[config.mk]
export PLATFORM = sky130hd
export DESIGN_NAME = button_click_hold_detector
export DESIGN_NICKNAME = d
export VERILOG_FILES = /design/src/rtl/core/bchd_pkg.sv /design/src/rtl/core/bchd_core.sv /design/src/rtl/core/bchd_evq.sv /design/src/rtl/core/button_click_hold_detector.sv
export SDC_FILE = /design/constraint.sdc
export NUM_CORES = 1
export LEC_CHECK = 0
export BUFFER_PORTS_ARGS = -buffer_cell sky130_fd_sc_hd__buf_4
export CORE_ASPECT_RATIO = 1.25
export CORE_MARGIN = 2
export CORE_UTILIZATION = 55
export DETAILED_ROUTE_END_ITERATION = 16
export MAX_ROUTING_LAYER = met4
export PLACE_DENSITY = 0.86
export SLEW_MARGIN = 5
export SYNTH_ARGS = -nofsm -noshare
export SYNTH_HDL_FRONTEND = slang
export SYNTH_SLANG_ARGS = --single-unit
[constraint.sdc]
create_clock -name clk -period 5.2 [get_ports clk]
set_input_delay 0.78 -clock clk [delete_from_list [all_inputs] [get_ports clk]]
set_output_delay 0.78 -clock clk [all_outputs]
set_load 0.02 [all_outputs]
[src/rtl/core/bchd_pkg.sv]
// Package for the button click/hold detector.
// Item types, event codes, register indexes and reset values. No dependencies.
package bchd_pkg;

    localparam int TIME_W     = 32;
    localparam int DEADLINE_W = TIME_W + 1;
    localparam int TICKS_W    = 16;
    localparam int CFG_IDX_W  = 2;
    localparam int CFG_DATA_W = 16;

    localparam logic [CFG_IDX_W-1:0] REG_IDLE_HIGH    = 2'd0;
    localparam logic [CFG_IDX_W-1:0] REG_DEBOUNCE     = 2'd1;
    localparam logic [CFG_IDX_W-1:0] REG_CLICK_WINDOW = 2'd2;
    localparam logic [CFG_IDX_W-1:0] REG_HOLD         = 2'd3;

    localparam logic [TICKS_W-1:0] DEBOUNCE_RST     = 16'd50;
    localparam logic [TICKS_W-1:0] CLICK_WINDOW_RST = 16'd500;
    localparam logic [TICKS_W-1:0] HOLD_RST         = 16'd2000;

    typedef enum logic [1:0] {
        EV_PRESS = 2'd0,
        EV_CLICK = 2'd1,
        EV_HOLD  = 2'd2
    } event_t;

    typedef struct packed {
        logic              pin_level;
        logic [TIME_W-1:0] now;
    } scan_t;

    typedef struct packed {
        logic [1:0] event_res;
        logic       last;
    } result_t;

    // events produced by one scan, in order
    typedef struct packed {
        logic [1:0] count;
        event_t     ev0;
        event_t     ev1;
    } scan_events_t;

    typedef struct packed {
        logic               idle_high;
        logic [TICKS_W-1:0] debounce_ticks;
        logic [TICKS_W-1:0] click_window_ticks;
        logic [TICKS_W-1:0] hold_ticks;
    } cfg_t;

endpackage

[src/rtl/core/bchd_core.sv]
// Debounce and click/hold state for the button detector.
// One scan item per enabled cycle; depends on bchd_pkg.
module bchd_core
    import bchd_pkg::*;
(
    input  logic         clk,
    input  logic         rst_n,
    input  cfg_t         cfg,
    input  logic         take,
    input  scan_t        scan,
    output scan_events_t events
);

    logic                  pressed_reg, pressed_next;
    logic                  hold_reported_reg, hold_reported_next;
    logic [DEADLINE_W-1:0] debounce_deadline_reg, debounce_deadline_next;
    logic [DEADLINE_W-1:0] click_deadline_reg, click_deadline_next;
    logic [DEADLINE_W-1:0] hold_deadline_reg, hold_deadline_next;

    logic                  level;
    logic [DEADLINE_W-1:0] now_x;
    logic                  press;
    logic                  click;
    logic                  hold;

    always_comb
    begin
        level                  = scan.pin_level ^ cfg.idle_high;
        now_x                  = {1'b0, scan.now};
        pressed_next           = pressed_reg;
        hold_reported_next     = hold_reported_reg;
        debounce_deadline_next = debounce_deadline_reg;
        click_deadline_next    = click_deadline_reg;
        hold_deadline_next     = hold_deadline_reg;
        press                  = 1'b0;
        click                  = 1'b0;

        if (level != pressed_reg)
        begin
            if (now_x >= debounce_deadline_reg)
            begin
                pressed_next = ~pressed_reg;
                if (!pressed_reg)
                begin
                    click_deadline_next = now_x + {{(DEADLINE_W-TICKS_W){1'b0}},
                                                   cfg.click_window_ticks};
                    hold_deadline_next  = now_x + {{(DEADLINE_W-TICKS_W){1'b0}},
                                                   cfg.hold_ticks};
                    hold_reported_next  = 1'b0;
                    press               = 1'b1;
                end
                else if (now_x < click_deadline_reg)
                begin
                    click = 1'b1;
                end
            end
        end
        else
        begin
            debounce_deadline_next = now_x + {{(DEADLINE_W-TICKS_W){1'b0}},
                                              cfg.debounce_ticks};
        end

        hold = pressed_next && !hold_reported_next && (now_x >= hold_deadline_next);
        if (hold)
        begin
            hold_reported_next = 1'b1;
        end

        events.ev1 = EV_HOLD;
        if (press)
        begin
            events.ev0   = EV_PRESS;
            events.count = hold ? 2'd2 : 2'd1;
        end
        else if (click)
        begin
            events.ev0   = EV_CLICK;
            events.count = 2'd1;
        end
        else
        begin
            events.ev0   = EV_HOLD;
            events.count = hold ? 2'd1 : 2'd0;
        end
    end

    always_ff @(posedge clk or negedge rst_n)
    begin
        if (!rst_n)
        begin
            pressed_reg           <= 1'b0;
            hold_reported_reg     <= 1'b0;
            debounce_deadline_reg <= '0;
            click_deadline_reg    <= '0;
            hold_deadline_reg     <= '0;
        end
        else if (take)
        begin
            pressed_reg           <= pressed_next;
            hold_reported_reg     <= hold_reported_next;
            debounce_deadline_reg <= debounce_deadline_next;
            click_deadline_reg    <= click_deadline_next;
            hold_deadline_reg     <= hold_deadline_next;
        end
    end

endmodule

[src/rtl/core/bchd_evq.sv]
// Four-entry result queue; takes up to two events per cycle and gives one
// while out_ready is high. Depends on bchd_pkg.
module bchd_evq
    import bchd_pkg::*;
(
    input  logic         clk,
    input  logic         rst_n,
    input  logic         push,
    input  scan_events_t events,
    output logic         room,
    output logic         out_valid,
    input  logic         out_ready,
    output result_t      out_item
);

    localparam int DEPTH = 4;
    localparam int PTR_W = 2;

    result_t            mem_reg [DEPTH];
    logic [PTR_W-1:0]   wr_ptr_reg, wr_ptr_next;
    logic [PTR_W-1:0]   rd_ptr_reg, rd_ptr_next;
    logic [PTR_W:0]     count_reg, count_next;
    logic [PTR_W-1:0]   wr_ptr_p1;
    logic [1:0]         n_in;
    logic               pop;
    result_t            e0, e1;

    assign room      = (count_reg <= 3'(DEPTH - 2));
    assign out_valid = (count_reg != '0);
    assign out_item  = mem_reg[rd_ptr_reg];
    assign pop       = out_valid && out_ready;
    assign n_in      = push ? events.count : 2'd0;
    assign wr_ptr_p1 = wr_ptr_reg + 1'b1;

    always_comb
    begin
        e0.event_res = events.ev0;
        e0.last      = (events.count == 2'd1);
        e1.event_res = events.ev1;
        e1.last      = 1'b1;
        wr_ptr_next  = wr_ptr_reg + PTR_W'(n_in);
        rd_ptr_next  = rd_ptr_reg + PTR_W'(pop);
        count_next   = count_reg + (PTR_W+1)'(n_in) - (PTR_W+1)'(pop);
    end

    always_ff @(posedge clk)
    begin
        if (n_in != 2'd0)
        begin
            mem_reg[wr_ptr_reg] <= e0;
        end
        if (n_in == 2'd2)
        begin
            mem_reg[wr_ptr_p1] <= e1;
        end
    end

    always_ff @(posedge clk or negedge rst_n)
    begin
        if (!rst_n)
        begin
            wr_ptr_reg <= '0;
            rd_ptr_reg <= '0;
            count_reg  <= '0;
        end
        else
        begin
            wr_ptr_reg <= wr_ptr_next;
            rd_ptr_reg <= rd_ptr_next;
            count_reg  <= count_next;
        end
    end

endmodule

[src/rtl/core/button_click_hold_detector.sv]
// Top level of the button click/hold detector: config registers, scan logic, result queue.
// Depends on bchd_pkg, bchd_core, bchd_evq.
//
// channel  dir  handshake            payload
// in       in   in_valid/in_ready    in_item  (pin_level, now)
// out      out  out_valid/out_ready  out_item (event_res, last)
// cfg      in   cfg_we               cfg_index, cfg_data
//
// A scan item is evaluated in the cycle it is accepted; its events reach the queue
// at that edge and appear on out the next cycle if the queue was empty. One item per
// cycle while the four-entry queue has room for two events; out drains one event per
// cycle while out_ready is high. in_ready drops when the queue holds three or more events.
// Reset clears state and queue and loads the default tick settings.
module button_click_hold_detector
    import bchd_pkg::*;
(
    input  logic                  clk,
    input  logic                  rst_n,
    input  logic                  in_valid,
    output logic                  in_ready,
    input  scan_t                 in_item,
    output logic                  out_valid,
    input  logic                  out_ready,
    output result_t               out_item,
    input  logic                  cfg_we,
    input  logic [CFG_IDX_W-1:0]  cfg_index,
    input  logic [CFG_DATA_W-1:0] cfg_data
);

    cfg_t         cfg_reg;
    scan_events_t events;
    logic         take;
    logic         room;

    assign in_ready = room;
    assign take     = in_valid && room;

    always_ff @(posedge clk or negedge rst_n)
    begin
        if (!rst_n)
        begin
            cfg_reg.idle_high          <= 1'b0;
            cfg_reg.debounce_ticks     <= DEBOUNCE_RST;
            cfg_reg.click_window_ticks <= CLICK_WINDOW_RST;
            cfg_reg.hold_ticks         <= HOLD_RST;
        end
        else if (cfg_we)
        begin
            case (cfg_index)
                REG_IDLE_HIGH:    cfg_reg.idle_high          <= cfg_data[0];
                REG_DEBOUNCE:     cfg_reg.debounce_ticks     <= cfg_data;
                REG_CLICK_WINDOW: cfg_reg.click_window_ticks <= cfg_data;
                REG_HOLD:         cfg_reg.hold_ticks         <= cfg_data;
                default:          ;
            endcase
        end
    end

    bchd_core u_core (
        .clk    (clk),
        .rst_n  (rst_n),
        .cfg    (cfg_reg),
        .take   (take),
        .scan   (in_item),
        .events (events)
    );

    bchd_evq u_evq (
        .clk       (clk),
        .rst_n     (rst_n),
        .push      (take),
        .events    (events),
        .room      (room),
        .out_valid (out_valid),
        .out_ready (out_ready),
        .out_item  (out_item)
    );

endmodule

==> metrics.cfg <==
[cells_and_area]
n_antenna_cell=0
stdcell_count=1735
multi_input_area_um2=7640
n_fill_cell=1457
fin_nets=1651
regArea_um2=4190
drive_above_1_share=0.256
design_area_um2=14700
syn2layout_area_growth_pct=22.6
largest_register_ffs=49
fin_util=0.686

[synthesis]
synth_edf_count=0
synthTopCellsByArea=dfrtp_1, ha_1, mux2_2
muxShareOfSynthArea=0.101
synthDistinctLibCells=78
yosysTopAreaCell=dfrtp_1
postSynthCellCount=1255
yosysSeqAreaShare=0.348
synthAdderAreaFrac=0.161
yosys_warnings=0
yosysTopAreaCellShare=0.296
ys.flop_type=dfrtp_1
synthArstFlopShare=0.929
synth_compound_area_frac=0.154
synth_area_um2=12000
syn_area_per_cell_um2=9.58
yosys.area_share.simple=0.127
ys_seq_elements=169
synth-xor-area-share=0.0663
synth_top_family_by_area=adder cells
synthesis.nets=1463

[detailed_routing]
via_count=10785
drtPass1Iterations=8
wl_per_cell_um=20.0
finalWirelength_um=34700
drc=0
antenna_left=0
drt_iter0_drc=1221
via_per_inst=6.22

[power_and_ir_drop]
intPower_mw=4.22
p_sw_frac=0.404
ir_drop_mv=0.306
sequentialPowerShare=0.310
switchingPower_mw=2.87
cellLeakagePower_nw=6.96
power-per-cell-area_nw_per_um2=481
power_frac_clock=0.186
comb_power_share=0.505

[sta]
setup_viol=2
setup_ws_ps=-243
rsz0062_at_grt=true
holdWs_ps=411
skew_ps=7.37
worstMarginPinSlew_ps=991
timing.final.hold_violations=0
fin_crit_sh=1.05
maxSlewHeadroom=0.338
slew_viol_final=0
fmax_mhz=184
final.min_clock_period_ps=5440

[die]
design.core.area_um2=21500
die_area_um2=23100
start_util=0.560
die_h_um=169
rows=60
die_w_um=136
ios=61

[cts]
numCtsBuffers=17
cts_tree=built
htree_levels=4
insertion_delay_ps=450
path_clk_slew_ps=70
cts_max_path_buffers=2
hold_buffers=0
cts_sinks=169
root_buffer=clkbuf_16

[global_routing]
grt_max_degree=96
antenna_found_initial=0
grt_first_pass_wirelength_um=52500
grtUsageTotal=0.297
grt_pass1_vias=10731
grt-ovfl-total=0

[placed_design]
dp_slack_ps=-665
io_buffers=60
dp.cells=1689
place_area_um2=13700
finalWeightedCongestion=0.936
dp_hpwl_um=23400

[setup_path]
worstSetupPathType=in2reg
end_kind=flop
r2r_cells=24
critical_path_arrival_ps=5810
crit_path_start_kind=primary input
critPathMaxFanout=6
worst_ep_required_time_ps=5570

[run_status]
status=complete, but fails checks
failed_checks=negative setup slack

[hold_path]
hold_class=in2async

[run]
cap_violations=0

path summary, 6_finish.rpt:
check,from,slack (ps),end
min in group clk,u_evq.mem_reg[1][1]$_SDFFE_PP0P_,470,u_evq.mem_reg[1][1]$_SDFFE_PP0P_
worst max-delay path,in_item[13],-240,u_evq.count_reg[2]$_DFF_PN0_
worst min register to register,u_evq.mem_reg[1][1]$_SDFFE_PP0P_,470,u_evq.mem_reg[1][1]$_SDFFE_PP0P_
worst min-delay path,rst_n,410,cfg_reg[48]$_DFFE_PN0P_
max in group asynchronous,rst_n,3640,cfg_reg[8]$_DFFE_PN1P_
worst max register to register,u_core.debounce_deadline_reg[10]$_DFFE_PN0P_,-180,u_evq.count_reg[2]$_DFF_PN0_
power by group through the flow:
stage / clock, mW / combinational, mW / sequential (mW)
final: 1.31 / 3.58 / 2.19
after floorplan: 0 / 2.20 / 2.05
after global routing: 1.37 / 3.91 / 2.24
after detailed placement: 0 / 3.16 / 2.17
after global placement: 0 / 2.98 / 2.14
after CTS: 1.31 / 3.26 / 2.16
through the flow:
stage	power [mW]	setup TNS, ps
6_report	7.09	-372
4_1_cts	6.72	-189
5_1_grt	7.52	-746
3_3_place_gp	5.12	-1020
3_5_place_dp	5.33	-2980
2_1_floorplan	4.26	-56.3
kinds of logic after synthesis:
kind of cell | count (synthesis)
XOR/XNOR | 91
AO/OA/AOI/OAI | 286
multiplexers | 107
flip-flops | 169
adder cells (fa/ha/maj) | 152
buffers and inverters | 129
AND/OR/NAND/NOR | 321
synth_stat cells (all sizes together), types with 17 or more instances:
cell / n
a21o: 21
o21ai: 107
clkbuf: 26
a21oi: 60
nor2b: 17
nor3: 17
nand4: 17
dfrtp: 142
mux2i: 26
nand3: 20
xnor2: 54
nor2: 66
nand2: 129
inv: 90
xor2: 37
ha: 148
mux2: 78
worst max-delay path, stage by stage:
cell     delay, ps
buf_4          120
buf_4          170
ha_1           330
a211o_1        370
a21oi_2        220
and3_1         240
a21oi_4        120
buf_4          150
nand3_1         90
xor2_1         210
nor2_1          90
a21oi_1        150
ha_1           280
a21oi_1        220
nor2b_1        100
o21ai_0        180
a21oi_1        100
or3_1          370
a32o_2         310
and2_4         170
nor2_4         110
ha_2           170
inv_2           40
fa_2           350
xor2_1         170
xnor2_1        190
per-layer routing:
metal / track usage / share of wire
met1: 0.331 / 0.37
met2: 0.518 / 0.51
met3: 0.0472 / 0.066
met5: - / 0
met4: 0.139 / 0.054
layout make-up:
cell class,count,share of cell area
Clock buffer,23,0.0361
Clock inverter,9,0.00475
Sequential cell,169,0.284
Timing Repair Buffer,207,0.110
Tap cell,279,0.0237
Inverter,91,0.0232
Multi-Input combinational cell,957,0.518
layout by cell type (no fill, tap or decap), types with 13 or more instances in the layout:
cell type  instances
and3_1            13
buf_4            200
o21ai_0           81
o21ai_1           25
inv_1             87
dfrtp_1          142
clkbuf_16         21
ha_1             139
nand2_1          125
dfstp_2           15
nor3_1            16
mux2i_1           25
nand4_1           15
xnor2_1           52
a21o_1            20
nor2b_1           17
nand3_1           18
o21a_1            14
mux2_1            24
xor2_1            35
a21oi_1           54
mux2_2            53
nor2_1            64
repair_timing:
item / in CTS / in global routing
buffers inserted: 2 / 14
pin swaps: 8 / 30
cloned: 0 / 1
setup endpoints to repair: 2 / 12
gates resized for setup: 9 / 49
No activity file was read; power rests on OpenSTA's default activity.
